File: src/hw/rtl/rrva_pkg.sv
// Shared constants for the round-robin voice allocator.
`timescale 1ns / 1ps

package rrva_pkg;

  localparam int unsigned CFG_W        = 5;
  localparam int unsigned NOTE_W       = 7;
  localparam int unsigned IDX_W        = 4;
  localparam int unsigned MASK_W       = 16;
  localparam int unsigned VIU_RESET    = 16;
  localparam int unsigned VIU_LIMIT    = 31;
  localparam int unsigned DROP_STEPS   = 4;

  localparam logic ACT_NOTE_ON  = 1'b0;
  localparam logic ACT_NOTE_OFF = 1'b1;

endpackage

File: src/hw/rtl/rrva_note_mem.sv
// Per-voice note store: one write port, one registered read port.
`timescale 1ns / 1ps

module rrva_note_mem #(
  parameter int unsigned DEPTH = 16,
  parameter int unsigned AW    = 4
) (
  input  logic                           clk_i,
  input  logic                           wr_en_i,
  input  logic [AW-1:0]                  wr_addr_i,
  input  logic [rrva_pkg::NOTE_W-1:0]    wr_data_i,
  input  logic [AW-1:0]                  rd_addr_i,
  output logic [rrva_pkg::NOTE_W-1:0]    rd_data_o
);
  import rrva_pkg::*;

  logic [NOTE_W-1:0] mem_q [DEPTH];
  logic [NOTE_W-1:0] rd_data_q;

  always_ff @(posedge clk_i) begin
    if (wr_en_i) begin
      mem_q[wr_addr_i] <= wr_data_i;
    end
  end

  always_ff @(posedge clk_i) begin
    rd_data_q <= mem_q[rd_addr_i];
  end

  assign rd_data_o = rd_data_q;

endmodule

File: src/hw/rtl/round_robin_voice_allocator.sv
// Round-robin voice allocator: top level with probe sequencer and note-off scan.
// Throughput: one event at a time; a single advance-and-compare unit probes one voice a cycle.
// The next event is taken once the result has moved into the output register.
// Reset (async, active low): busy marks cleared, pointer 0, voices_in_use 16; notes not cleared.
`timescale 1ns / 1ps

module round_robin_voice_allocator #(
  parameter int unsigned MAX_VOICES = 16
) (
  input  logic                          clk_i,
  input  logic                          rst_ni,
  input  logic                          cfg_valid_i,
  output logic                          cfg_ready_o,
  input  logic [rrva_pkg::CFG_W-1:0]    voices_in_use_i,
  input  logic                          in_valid_i,
  output logic                          in_stall_o,
  input  logic                          action_i,
  input  logic [rrva_pkg::NOTE_W-1:0]   note_number_i,
  output logic                          out_valid_o,
  input  logic                          out_stall_i,
  output logic [rrva_pkg::IDX_W-1:0]    voice_index_o,
  output logic                          started_o,
  output logic                          dropped_o,
  output logic [rrva_pkg::MASK_W-1:0]   released_mask_o
);
  import rrva_pkg::*;

  localparam int unsigned PW   = (MAX_VOICES > 1) ? $clog2(MAX_VOICES) : 1;
  localparam int unsigned EW   = (PW + 1 > CFG_W) ? PW + 1 : CFG_W;
  localparam int unsigned NMAX = (MAX_VOICES < VIU_LIMIT) ? MAX_VOICES : VIU_LIMIT;

  localparam logic [2:0] ST_IDLE  = 3'd0;
  localparam logic [2:0] ST_ON    = 3'd1;
  localparam logic [2:0] ST_DROP  = 3'd2;
  localparam logic [2:0] ST_OFF   = 3'd3;
  localparam logic [2:0] ST_DRAIN = 3'd4;
  localparam logic [2:0] ST_FIN   = 3'd5;

  logic [2:0]        state_q, state_d;
  logic [CFG_W-1:0]  vin_q;
  logic [PW-1:0]     rotate_q;
  logic              busy_q [MAX_VOICES];
  logic              cmp_v_q;
  logic              out_valid_q;

  logic [PW-1:0]     p_q;
  logic [PW-1:0]     cmp_idx_q;
  logic [CFG_W-1:0]  cnt_q;
  logic [NOTE_W-1:0] note_q;
  logic [MASK_W-1:0] mask_q;
  logic              started_q;
  logic              dropped_q;
  logic [IDX_W-1:0]  out_index_q;
  logic              out_started_q;
  logic              out_dropped_q;
  logic [MASK_W-1:0] out_mask_q;

  logic [CFG_W-1:0]  n_w;
  logic [EW-1:0]     p_inc;
  logic              wrap;
  logic [PW-1:0]     p_adv;
  logic [CFG_W-1:0]  cnt_inc;
  logic              on_last;
  logic              drop_last;
  logic              free_hit;
  logic              hit;
  logic              out_free;
  logic [NOTE_W-1:0] rd_note;

  // active voice count, clamped
  assign n_w = (vin_q == '0) ? CFG_W'(1) :
               ((vin_q > CFG_W'(NMAX)) ? CFG_W'(NMAX) : vin_q);

  // shared advance unit
  assign p_inc     = EW'(p_q) + EW'(1);
  assign wrap      = (p_inc >= EW'(n_w));
  assign p_adv     = wrap ? '0 : p_inc[PW-1:0];
  assign cnt_inc   = cnt_q + CFG_W'(1);
  assign on_last   = (cnt_inc == n_w);
  assign drop_last = (cnt_q == CFG_W'(DROP_STEPS - 1));
  assign free_hit  = (state_q == ST_ON) && !busy_q[p_adv];
  assign hit       = cmp_v_q && busy_q[cmp_idx_q] && (rd_note == note_q);
  assign out_free  = !out_valid_q || !out_stall_i;

  rrva_note_mem #(
    .DEPTH (MAX_VOICES),
    .AW    (PW)
  ) u_note_mem (
    .clk_i     (clk_i),
    .wr_en_i   (free_hit),
    .wr_addr_i (p_adv),
    .wr_data_i (note_q),
    .rd_addr_i (p_q),
    .rd_data_o (rd_note)
  );

  always_comb begin
    state_d = state_q;
    unique case (state_q)
      ST_IDLE: begin
        if (in_valid_i) begin
          state_d = (action_i == ACT_NOTE_OFF) ? ST_OFF : ST_ON;
        end
      end
      ST_ON: begin
        if (!busy_q[p_adv]) begin
          state_d = ST_FIN;
        end else if (on_last) begin
          state_d = ST_DROP;
        end
      end
      ST_DROP: begin
        if (drop_last) begin
          state_d = ST_FIN;
        end
      end
      ST_OFF: begin
        if (wrap) begin
          state_d = ST_DRAIN;
        end
      end
      ST_DRAIN: state_d = ST_FIN;
      ST_FIN: begin
        if (out_free) begin
          state_d = ST_IDLE;
        end
      end
      default: state_d = ST_IDLE;
    endcase
  end

  always_ff @(posedge clk_i or negedge rst_ni) begin
    if (!rst_ni) begin
      state_q     <= ST_IDLE;
      vin_q       <= CFG_W'(VIU_RESET);
      rotate_q    <= '0;
      cmp_v_q     <= 1'b0;
      out_valid_q <= 1'b0;
      for (int i = 0; i < MAX_VOICES; i++) begin
        busy_q[i] <= 1'b0;
      end
    end else begin
      state_q <= state_d;
      cmp_v_q <= (state_q == ST_OFF);
      if (cfg_valid_i) begin
        vin_q <= voices_in_use_i;
      end
      if (free_hit) begin
        busy_q[p_adv] <= 1'b1;
        rotate_q      <= p_adv;
      end
      if ((state_q == ST_DROP) && drop_last) begin
        rotate_q <= p_adv;
      end
      if (hit) begin
        busy_q[cmp_idx_q] <= 1'b0;
      end
      if (out_free) begin
        out_valid_q <= (state_q == ST_FIN);
      end
    end
  end

  always_ff @(posedge clk_i) begin
    unique case (state_q)
      ST_IDLE: begin
        if (in_valid_i) begin
          note_q    <= note_number_i;
          p_q       <= (action_i == ACT_NOTE_OFF) ? '0 : rotate_q;
          cnt_q     <= '0;
          mask_q    <= '0;
          started_q <= 1'b0;
          dropped_q <= 1'b0;
        end
      end
      ST_ON: begin
        if (!busy_q[p_adv]) begin
          started_q <= 1'b1;
        end else if (on_last) begin
          p_q   <= rotate_q;
          cnt_q <= '0;
        end else begin
          p_q   <= p_adv;
          cnt_q <= cnt_inc;
        end
      end
      ST_DROP: begin
        p_q   <= p_adv;
        cnt_q <= cnt_inc;
        if (drop_last) begin
          dropped_q <= 1'b1;
        end
      end
      ST_OFF: begin
        p_q       <= p_adv;
        cmp_idx_q <= p_q;
      end
      ST_FIN: begin
        if (out_free) begin
          out_index_q   <= started_q ? IDX_W'(rotate_q) : '0;
          out_started_q <= started_q;
          out_dropped_q <= dropped_q;
          out_mask_q    <= mask_q;
        end
      end
      default: ;
    endcase
    if (hit) begin
      mask_q <= mask_q | (MASK_W'(1) << cmp_idx_q);
    end
  end

  assign cfg_ready_o     = 1'b1;
  assign in_stall_o      = (state_q != ST_IDLE);
  assign out_valid_o     = out_valid_q;
  assign voice_index_o   = out_index_q;
  assign started_o       = out_started_q;
  assign dropped_o       = out_dropped_q;
  assign released_mask_o = out_mask_q;

  // a result comes only from the finishing step
  a_out_from_fin: assert property (@(posedge clk_i) disable iff (!rst_ni)
    $rose(out_valid_o) |-> $past(state_q) == ST_FIN)
    else $error("result beat without finishing step");

  a_start_drop_excl: assert property (@(posedge clk_i) disable iff (!rst_ni)
    out_valid_o |-> !(started_o && dropped_o))
    else $error("note-on both started and dropped");

  a_on_no_mask: assert property (@(posedge clk_i) disable iff (!rst_ni)
    out_valid_o && (started_o || dropped_o) |-> released_mask_o == '0)
    else $error("release mask on a note-on beat");

  // pointer lands inside the active voices once a note-on finishes
  a_ptr_range: assert property (@(posedge clk_i) disable iff (!rst_ni)
    (state_q == ST_FIN) && (started_q || dropped_q) |-> EW'(rotate_q) < EW'(n_w))
    else $error("rotate pointer outside active voices");

endmodule
File: config.mk
export PLATFORM = sky130hd
export DESIGN_NAME = round_robin_voice_allocator
export DESIGN_NICKNAME = d
export VERILOG_FILES = /design/src/hw/rtl/rrva_pkg.sv /design/src/hw/rtl/rrva_note_mem.sv /design/src/hw/rtl/round_robin_voice_allocator.sv
export SDC_FILE = /design/constraint.sdc
export NUM_CORES = 1
export LEC_CHECK = 0
export ABC_AREA = 0
export BUFFER_PORTS_ARGS = -buffer_cell sky130_fd_sc_hd__buf_2
export CORE_MARGIN = 2
export CORE_UTILIZATION = 26
export DETAILED_ROUTE_END_ITERATION = 6
export GPL_TIMING_DRIVEN = 0
export PLACE_DENSITY = 0.38
export SLEW_MARGIN = 20
export SYNTH_ARGS = -nofsm -noshare
export SYNTH_HDL_FRONTEND = slang
export SYNTH_SLANG_ARGS = --single-unit
File: constraint.sdc
create_clock -name clk_i -period 4.42 [get_ports clk_i]
set_input_delay 0.221 -clock clk_i [delete_from_list [all_inputs] [get_ports clk_i]]
set_output_delay 0.221 -clock clk_i [all_outputs]
set_load 0.02 [all_outputs]
==> impl_metrics.py, run 1 <==
metrics = {
    "cts": {
        "path_clk_slew_ns": 0.06,
        "cts_tree": "yes",
        "cts_buffers": 24,
        "clockBufferDepth": 3,
        "htreeDepth": 1,
        "cts_root_buf": "clkbuf_16",
        "clk_latency_ns": 0.51,
        "cts_setup_buffers": 0,
        "clock-sinks": 209,
    },
    "drt": {
        "wl_um": 20900,
        "dr_total_vias": 4933,
        "avgRoutedWirePerCell_um": 19.4,
        "viasPerCell": 4.58,
        "dr.pass1.iters": 5,
        "antenna_left": 0,
        "drt_first_iter_violations": 268,
        "drc": 0,
    },
    "setup_path": {
        "crit_type": "flip-flop to flip-flop",
        "crit_chain": "ha_1 > xnor2_2 > inv_2 > ha_1 > a211oi_1 > o21ai_0 > a211oi_2 > nand2_1 > nor2_2",
        "crit_top_cell": "ha_1",
        "critPathBufInv": 1,
        "slowest_delay_ns": 0.58,
        "endpoint_kind": "flip-flop",
        "crit_fanout": 9,
        "arrival_ns": 4.24,
        "cpLargestDelayFamily": "compound AO/OA/AOI/OAI gates",
        "critPathSlowestCell": "edfxtp_1",
        "start_kind": "flip-flop",
        "worstPathRequired_ns": 4.56,
    },
    "power": {
        "swShare_pct": 33.8,
        "p_int_mw": 5.01,
        "p_leak_nw": 3.68,
        "p_clk_share_pct": 27.4,
        "seqPwrFrac_pct": 38.5,
        "combPwrFrac_pct": 34.0,
        "p_sw_mw": 2.55,
        "power.density_mw_per_mm2": 715,
        "ir_drop_mv": 0.304,
    },
    "grt": {
        "grt_first_pass_wirelength_um": 32000,
        "grt_max_degree": 31,
        "antenna_found_initial": 0,
        "grt-ovfl-total": 0,
        "grt.total_usage_pct": 12.0,
        "first_global_vias": 5186,
    },
    "logic_synthesis": {
        "synth.area.top_cells": "edfxtp_1, mux4_2, dfrtp_1",
        "yosys.area.top_type_share_pct": 59.1,
        "syn_nets": 551,
        "yosysSeqAreaShare_pct": 69.3,
        "ys.flop_type": "edfxtp_1",
        "syn_inst": 526,
        "netlist_area_mm2": 0.00874,
        "ys_warn_count": 0,
        "async_flop_share_pct": 14.4,
        "ys_seq_elements": 209,
        "avgSynthCellArea_um2": 16.6,
        "synth_cell_type_count": 62,
        "synth-edff-count": 172,
        "synth_top_area_cell": "edfxtp_1",
    },
    "finish": {
        "n_antenna_cell": 0,
        "final_cell_mix": "edfxtp_1, buf_2, mux4_2",
        "instances_no_fill": 1077,
        "mostFrequentLayoutCell": "edfxtp_1",
        "nets": 636,
        "drive_gt1_share_pct": 26.6,
        "syn_to_final_growth_pct": 21.0,
        "design_area_mm2": 0.0106,
    },
    "timing": {
        "fin_skew_ns": 0.0103,
        "period_needed_ns": 4.11,
        "setup_viol": 0,
        "finalCritPeriodShare_pct": 92.9,
        "finalHoldViolations": 0,
        "setup_tns_ns": 0,
        "drv_slew": 0,
        "slew_headroom_pct": 33.2,
        "grt_setup_unrepaired": "false",
        "clock.fmax_mhz": 244,
        "worst_slew_pin_slew_ns": 1.00,
    },
    "floorplanning": {
        "die_area_mm2": 0.0351,
        "ioPinCount": 43,
        "die_y_um": 187,
        "die_w_um": 187,
        "start_util_pct": 26.3,
        "core_mm2": 0.0333,
        "core.rowCount": 67,
    },
    "placement": {
        "dpl_cell_area_mm2": 0.00958,
        "gp_congestion": 0.792,
        "dp_cells": 1019,
        "numPortBuffers": 40,
        "dp.final_hpwl_um": 14400,
    },
    "worst_hold_path": {
        "hold_class": "primary input to flip-flop",
    },
    "flow_run": {
        "maxCapViolations": 0,
    },
    "status": {
        "status": "finished clean",
    },
}
power by group through the flow:
stage                     logic (mW)  clock network (mW)  registers [mW]
after floorplan                 1.81                   0            2.90
after global placement          2.52                   0            2.94
after detailed placement        2.58                   0            2.95
after CTS                       2.62                2.13            2.92
after global routing            2.83                2.22            2.96
final                           2.57                2.07            2.91
kinds of logic (layout without fill, tap and decap cells):
logic type / Yosys count / count (layout) / synth area share (%)
buffers and inverters: 37 / 140 / 1.83
AO/OA/AOI/OAI: 75 / 75 / 5.98
adder cells (fa/ha/maj): 7 / 7 / 1.00
AND/OR/NAND/NOR: 126 / 126 / 7.11
multiplexers: 55 / 55 / 12.9
flip-flops: 209 / 209 / 69.3
other: 1 / 1 / 0.0429
XOR/XNOR: 16 / 16 / 1.86
sequential cells by signal, indices dropped and copies added, names as in the netlist, 5 cells and up:
register,count
released_mask_o,16
cnt_q,5
u_note_mem.mem_q,112
vin_q,5
u_note_mem.rd_data_o,7
busy_q,16
mask_q,16
note_q,7
cell type report:
type / instances / area [um2]
plain buffers: 20 / 96.3
inverters: 17 / 63.8
flip-flops and latches: 209 / 6060
well taps: 448 / 561
fillers: 3278 / 22700
clock buffers: 29 / 651
repair buffers: 59 / 373
clock inverters: 15 / 188
multi-input cells: 280 / 2590
synthesized netlist by cell type (all sizes together), types with 4 or more instances:
master	instances
nor3	10
a22o	4
nand2	26
and4	4
and2	6
a21oi	30
nand3	8
a2bb2oi	11
o21ai	8
nor2	44
and3	6
nor2b	7
xnor2	10
clkbuf	7
edfxtp	172
inv	17
mux4	44
dfrtp	29
buf	13
ha	7
xor2	5
dfxtp	7
mux2	8
metal layers:
| layer | part of all wire (%) | global-route usage [%] | vias up |
|---|---|---|---|
| met3 | 3.8 | 2.03 | 24 |
| met4 | 1.6 | 3.02 | 0 |
| met5 | 0 | 0 | - |
| met2 | 51 | 20.9 | 108 |
| met1 | 44 | 15.4 | 2562 |
| li1 | - | - | 2239 |
path summary, 6_finish.rpt:
path | startpoint | end | slack, ns | depth (start not counted)
worst min-delay path | cfg_valid_i | vin_q[4]$_DFFE_PN1P_ | 0.04 | 3
worst max register to register | p_q[0]$_DFFE_PP_ | u_note_mem.mem_q[12][2]$_DFFE_PP_ | 0.31 | 9
worst min register to register | dropped_q$_DFFE_PP_ | dropped_o$_DFFE_PP_ | 0.45 | 0
min in group asynchronous | rst_ni | busy_q[7]$_DFF_PN0_ | 0.33 | 2
max in group asynchronous | rst_ni | cmp_v_q$_DFF_PN0_ | 3.58 | 2
worst max-delay path | p_q[0]$_DFFE_PP_ | u_note_mem.mem_q[12][2]$_DFFE_PP_ | 0.31 | 9
through the flow:
stage / util (%) / hold slack (ns) / power (mW) / worst slack, ns
6_report: 31.8 / 0.0399 / 7.56 / 0.313
2_1_floorplan: - / -0.0746 / 4.71 / 0.745
3_3_place_gp: 28.6 / 0.341 / 5.46 / -0.719
4_1_cts: 31.7 / 0.0294 / 7.67 / -0.163
5_1_grt: 31.8 / 0.0938 / 8.01 / 0.0339
3_5_place_dp: 28.8 / 0.353 / 5.53 / -0.112
what timing repair did:
item	CTS	global route
resized for setup	2	4
gates cloned	0	0
setup endpoints to repair	37	94
hold endpoints to repair	42	0
hold buffers	14	0
worst min-delay path, cell delays in order:
cell	delay, ns
clkbuf_1	0.15
nand2_1	0.09
o21ai_0	0.07
No activity file was read; power rests on OpenSTA's default activity.
==> run 2: changes to the inputs <==
- RECOVER_POWER: unset -> 25
==> run 2 against run 1 <==
  * The run now ends with capacitance limit, slew limit left
  * Non-clock buffer count stayed put
  * Clock power barely moved
  * Sequential power is essentially flat
  * Critical path type unchanged
  * Sequential cell count is the same
  * Fmax is 0.69% higher
  * Wire length about the same
  * Final cell count unchanged
  * Register-to-register slack gained 0.03 ns
  * Die area is the same
  * Cell area is essentially flat
  * Clock skew decreased by 0.00093 ns
==> impl_metrics.py, run 2 (synthesized netlist as in run 1, its figures left out) <==
metrics = {
    "setup_path": {
        "critPathBufInv": 1,
        "arrival_ns": 4.22,
        "rr_worst_depth": 9,
        "worstPathRequired_ns": 4.56,
        "crit_fanout": 9,
        "cpLargestDelayFamily": "compound AO/OA/AOI/OAI gates",
        "crit_top_cell": "ha_1",
        "crit_type": "flip-flop to flip-flop",
        "start_kind": "flip-flop",
        "crit_chain": "ha_1 > xnor2_2 > inv_2 > ha_1 > a211oi_1 > o21ai_0 > a211oi_2 > nand2_1 > nor2_2",
        "crit_cells": 9,
        "endpoint_kind": "flip-flop",
        "slowest_delay_ns": 0.58,
        "critPathSlowestCell": "edfxtp_1",
    },
    "drt": {
        "dr_total_vias": 4917,
        "dr.pass1.iters": 4,
        "wl_um": 20900,
        "viasPerCell": 4.57,
        "drt_first_iter_violations": 286,
        "avgRoutedWirePerCell_um": 19.4,
        "antenna_left": 0,
        "drc": 0,
    },
    "finish": {
        "drive_gt1_share_pct": 26.2,
        "fillerInstances": 3278,
        "largest_reg_flops": 112,
        "mostFrequentLayoutCell": "edfxtp_1",
        "final_cell_mix": "edfxtp_1, buf_2, mux4_2",
        "design_area_mm2": 0.0106,
        "nets": 636,
        "n_antenna_cell": 0,
        "largest_register": "u_note_mem.mem_q",
        "syn_to_final_growth_pct": 21.0,
    },
    "timing": {
        "fin_skew_ns": 0.00936,
        "worst_slack_ns": 0.342,
        "slew_headroom_pct": -29.3,
        "period_needed_ns": 4.08,
        "grt_setup_unrepaired": "false",
        "finalCritPeriodShare_pct": 92.3,
        "setup_tns_ns": 0,
        "setup_viol": 0,
        "worst_slew_pin_slew_ns": 1.94,
        "drv_slew": 31,
        "finalHoldViolations": 0,
        "clock.fmax_mhz": 245,
    },
    "status": {
        "violations": "capacitance limit, slew limit",
        "status": "finished with violations",
    },
    "flow_run": {
        "maxCapViolations": 1,
    },
    "cts": {
        "path_clk_slew_ns": 0.06,
        "htreeDepth": 1,
        "cts_root_buf": "clkbuf_16",
        "clock-sinks": 209,
        "clk_latency_ns": 0.51,
        "clockBufferDepth": 3,
        "cts_tree": "yes",
        "cts_setup_buffers": 0,
        "cts_buffers": 24,
    },
    "grt": {
        "grt.total_usage_pct": 12.0,
        "first_global_vias": 5186,
        "grt_util_met3_pct": 2.03,
        "globalRouteMet1Util_pct": 15.4,
        "use_met2_pct": 20.9,
        "grt-ovfl-total": 0,
        "antenna_found_initial": 0,
        "grt_max_degree": 31,
        "busiest_layer": "met2",
        "grt_first_pass_wirelength_um": 32000,
    },
    "floorplanning": {
        "ioPinCount": 43,
        "die_area_mm2": 0.0351,
        "core_mm2": 0.0333,
        "die_y_um": 187,
        "die_w_um": 187,
        "core.rowCount": 67,
        "start_util_pct": 26.3,
    },
    "power": {
        "ir_drop_mv": 0.303,
        "power.density_mw_per_mm2": 714,
        "p_clk_share_pct": 27.4,
        "swShare_pct": 33.7,
        "combPwrFrac_pct": 34.0,
        "p_leak_nw": 3.68,
        "p_sw_mw": 2.55,
        "seqPwrFrac_pct": 38.6,
        "p_int_mw": 5.00,
    },
    "placement": {
        "numPortBuffers": 40,
        "gp_congestion": 0.792,
        "place_ws_ns": -0.112,
        "dpl_cell_area_mm2": 0.00958,
        "dp.final_hpwl_um": 14400,
    },
    "worst_hold_path": {
        "hold_depth": 3,
        "hold_class": "primary input to flip-flop",
    },
}
==> run 2: area by class of cell <==
cell class	count	area, um2	area share (%)
repair buffers	59	372	3.51
flip-flops and latches	209	6060	57.3
clock buffers	29	651	6.15
multi-input cells	280	2590	24.5
well taps	448	561	5.30
inverters	17	63.8	0.603
clock inverters	15	188	1.77
plain buffers	20	96.3	0.911
==> run 2: per-layer routing <==
layer | routed length, um | share of wire (%)
met1 | 9120 | 44
met2 | 10600 | 51
met3 | 860 | 4.1
met4 | 327 | 1.6
met5 | 0 | 0
==> run 2: power by group through the flow <==
stage                     combinational (mW)  sequential, mW  clock, mW
after floorplan                         1.81            2.90          0
after global placement                  2.52            2.94          0
after detailed placement                2.58            2.95          0
after CTS                               2.62            2.92       2.13
after global routing                    2.82            2.96       2.22
final                                   2.57            2.91       2.07
==> run 2: through the flow <==
| stage | util (%) | power [mW] | hold slack [ns] | instances |
|---|---|---|---|---|
| CTS | 31.7 | 7.67 | 0.0294 | 1077 |
| detailed placement | 28.8 | 5.53 | 0.353 | 1019 |
| finish | 31.8 | 7.55 | 0.0451 | 1077 |
| floorplan | - | 4.71 | -0.0746 | 526 |
| global route | 31.8 | 8.00 | 0.0952 | 1077 |
| global placement | 28.6 | 5.46 | 0.341 | 1014 |
==> run 2: final timing paths <==
kind,from,end,slack (ns)
max,p_q[0]$_DFFE_PP_,u_note_mem.mem_q[12][2]$_DFFE_PP_,0.34
min,cfg_valid_i,vin_q[4]$_DFFE_PN1P_,0.05
max reg2reg,p_q[0]$_DFFE_PP_,u_note_mem.mem_q[12][2]$_DFFE_PP_,0.34
min reg2reg,dropped_q$_DFFE_PP_,dropped_o$_DFFE_PP_,0.45
max in group asynchronous,rst_ni,cmp_v_q$_DFF_PN0_,2.51
min in group asynchronous,rst_ni,busy_q[7]$_DFF_PN0_,0.79
==> run 2: repair_timing <==
item / CTS / global route
endpoints found under the setup margin: 37 / 94
hold buffers: 14 / 0
gates resized for setup: 2 / 4
hold endpoints to repair: 42 / 0
==> run 2: tightest hold or removal path, stage by stage <==
cell and delay (ns):
clkbuf_1 0.15, nand2_1 0.09, o21ai_0 0.07
==> run 3: changes to the inputs <==
- ABC_AREA: 0 -> 1
==> run 3 against run 2 <==
  * The flow still finishes with violations (capacitance limit, slew limit)
  * Global-route usage rose by 2.0 points
  * Die area rose by 6.5%
  * Fmax rose by 2.7%
  * Core utilization fell by 0.52 points
  * Power rose by 11%
  * Via count rose by 27%
  * Cell area rose by 4.9%
  * Non-clock buffer count rose by 4
  * Critical path type unchanged
==> impl_metrics.py, run 3 <==
metrics = {
    "status": {
        "status": "finished with violations",
        "violations": "capacitance limit, slew limit",
    },
    "placement": {
        "numPortBuffers": 40,
        "gp_congestion": 0.765,
        "dpl_cell_area_mm2": 0.0101,
        "dp_cells": 1324,
        "place_ws_ns": -0.0145,
        "dp.final_hpwl_um": 18100,
    },
    "cts": {
        "clk_latency_ns": 0.54,
        "cts_tree": "yes",
        "clock-sinks": 209,
        "clockBufferDepth": 3,
        "cts_root_buf": "clkbuf_16",
        "cts_buffers": 25,
        "path_clk_slew_ns": 0.06,
        "cts_setup_buffers": 0,
        "htreeDepth": 1,
    },
    "timing": {
        "clock.fmax_mhz": 252,
        "grt_setup_unrepaired": "false",
        "slew_headroom_pct": -30.0,
        "finalHoldViolations": 0,
        "hold_ws_ns": 0.0207,
        "setup_viol": 0,
        "period_needed_ns": 3.97,
        "drv_slew": 31,
        "worst_slack_ns": 0.450,
        "setup_tns_ns": 0,
        "fin_skew_ns": 0.0217,
        "worst_slew_pin_slew_ns": 1.95,
        "finalCritPeriodShare_pct": 89.8,
    },
    "grt": {
        "grt_max_degree": 31,
        "first_global_vias": 6485,
        "grt_first_pass_wirelength_um": 40400,
        "grt.total_usage_pct": 14.0,
        "grt-ovfl-total": 0,
        "antenna_found_initial": 0,
    },
    "floorplanning": {
        "core.rowCount": 69,
        "die_y_um": 193,
        "start_util_pct": 26.3,
        "ioPinCount": 43,
        "die_w_um": 193,
        "die_area_mm2": 0.0374,
        "core_mm2": 0.0355,
    },
    "power": {
        "power.total_mw": 8.36,
        "p_sw_mw": 3.49,
        "p_int_mw": 4.86,
        "swShare_pct": 41.8,
        "combPwrFrac_pct": 40.5,
        "p_leak_nw": 4.14,
        "ir_drop_mv": 0.370,
        "seqPwrFrac_pct": 35.5,
        "p_clk_share_pct": 24.0,
        "power.density_mw_per_mm2": 753,
    },
    "finish": {
        "instances_no_fill": 1384,
        "drive_gt1_share_pct": 15.9,
        "n_antenna_cell": 0,
        "nets": 929,
        "design_area_mm2": 0.0111,
        "mostFrequentLayoutCell": "edfxtp_1",
        "largest_reg_flops": 112,
        "largest_register": "u_note_mem.mem_q",
        "fin_util_pct": 31.3,
        "final_cell_mix": "edfxtp_1, nand2_1, nor2_1",
        "fillerInstances": 3637,
        "syn_to_final_growth_pct": 18.9,
    },
    "logic_synthesis": {
        "ys_seq_elements": 209,
        "synth_top_family_by_area": "simple AND/OR/NAND/NOR gates",
        "async_flop_share_pct": 14.4,
        "ys.flop_type": "edfxtp_1",
        "syn_nets": 848,
        "synth_compound_area_share_pct": 9.50,
        "synth_common_cells": "edfxtp_1, nand2_1, nor2_1",
        "yosys.area_share.simple_pct": 16.4,
        "synth_fa_ha_area_share_pct": 0.939,
        "synthMuxAreaShare_pct": 2.38,
        "netlist_area_mm2": 0.00932,
        "yosysMostFrequentCell": "edfxtp_1",
        "synth-edff-count": 172,
        "synth_cell_type_count": 50,
        "syn_inst": 823,
        "yosys.area.top_type_share_pct": 55.4,
        "synth-xor-area-share_pct": 0.939,
        "synth_top_area_cell": "edfxtp_1",
        "synth.area.top_cells": "edfxtp_1, dfrtp_1, nand2_1",
        "yosysSeqAreaShare_pct": 65.0,
        "ys_warn_count": 0,
        "avgSynthCellArea_um2": 11.3,
    },
    "drt": {
        "wl_um": 25900,
        "dr_total_vias": 6256,
        "dr.pass1.iters": 5,
        "avgRoutedWirePerCell_um": 18.7,
        "antenna_left": 0,
        "viasPerCell": 4.52,
        "drt_first_iter_violations": 401,
        "drc": 0,
    },
    "worst_hold_path": {
        "hold_class": "primary input to flip-flop",
    },
    "setup_path": {
        "arrival_ns": 4.18,
        "worstPathRequired_ns": 4.63,
        "start_kind": "flip-flop",
        "crit_fanout": 10,
        "endpoint_kind": "flip-flop",
        "crit_type": "flip-flop to flip-flop",
    },
    "flow_run": {
        "maxCapViolations": 1,
    },
}
## run 3: changes by cell type in the layout (fill, tap and decap cells not counted), moves of 11 or more
cell,previous run,this run
o221ai_1,1,21
nand2_1,24,131
inv_1,14,70
mux4_2,44,0
nor2_1,39,105
mux2i_1,3,21
nand3_1,8,35
nand3_2,0,11
o21ai_0,6,41
a2bb2oi_1,11,0
a21oi_1,27,16
## run 3: logic make-up after synthesis
logic type,count (synthesis)
and+or+nand+nor,337
DFF,209
AOI/OAI and AO/OA,130
buffers and inverters,107
muxes,22
xor gates and xnor gates,10
adders and majority gates,7
other,1
## run 3: path summary, 6_finish.rpt
path	start	endpoint	slack, ns	cells after the start
setup / recovery	p_q[2]$_DFFE_PP_	u_note_mem.mem_q[11][4]$_DFFE_PP_	0.45	18
hold / removal	cfg_valid_i	vin_q[4]$_DFFE_PN1P_	0.02	3
setup reg to reg	p_q[2]$_DFFE_PP_	u_note_mem.mem_q[11][4]$_DFFE_PP_	0.45	18
hold reg to reg	dropped_q$_DFFE_PP_	dropped_o$_DFFE_PP_	0.45	0
max in group asynchronous	rst_ni	cmp_v_q$_DFF_PN0_	2.52	2
min in group asynchronous	rst_ni	rotate_q[1]$_DFFE_PN0P_	0.77	2
## run 3: layout make-up
cell class / instances / area, um2 / share of cell area (%)
repair buffers: 54 / 339 / 3.06
flip-flops and latches: 209 / 6060 / 54.6
clock buffers: 35 / 703 / 6.34
well taps: 461 / 577 / 5.20
clock inverters: 11 / 95.1 / 0.857
multi-input cells: 507 / 2870 / 25.9
inverters: 78 / 295 / 2.66
plain buffers: 29 / 154 / 1.39
## run 3: layer usage
metal,GRT usage [%],wire length (um),vias to the layer above
met3,1.99,1010,28
met4,3.39,546,0
met1,20.5,13100,3030
met2,21.9,11300,123
li1,-,-,3075
met5,0,0,-
## run 3: critical path, cell delays in order (launching register included)
cell	delay [ns]
edfxtp_1	0.34
buf_2	0.23
clkbuf_2	0.31
nand2_1	0.08
nor2_1	0.15
ha_1	0.28
nand2_1	0.07
nand2_1	0.09
a21oi_4	0.31
nand2_4	0.10
inv_2	0.10
nand2_4	0.08
nand2_1	0.08
nand2_1	0.07
nand2_2	0.08
nand2_4	0.08
nor3_2	0.39
nand3_1	0.39
nor2_4	0.40
## run 3: repair_timing
item,4_1_cts,5_1_grt
resized for setup,0,13
hold buffers,14,0
endpoints found under the hold margin,42,0
pin swaps,0,0
gates cloned,0,0
setup endpoints to repair,14,68
## run 3: power groups by stage
stage	clock, mW	combinational [mW]	sequential (mW)
after detailed placement	0	3.40	3.01
final	2.00	3.39	2.97
after global placement	0	3.40	3.01
after CTS	2.06	3.41	2.97
after floorplan	0	2.34	2.93
after global routing	2.13	3.79	3.03
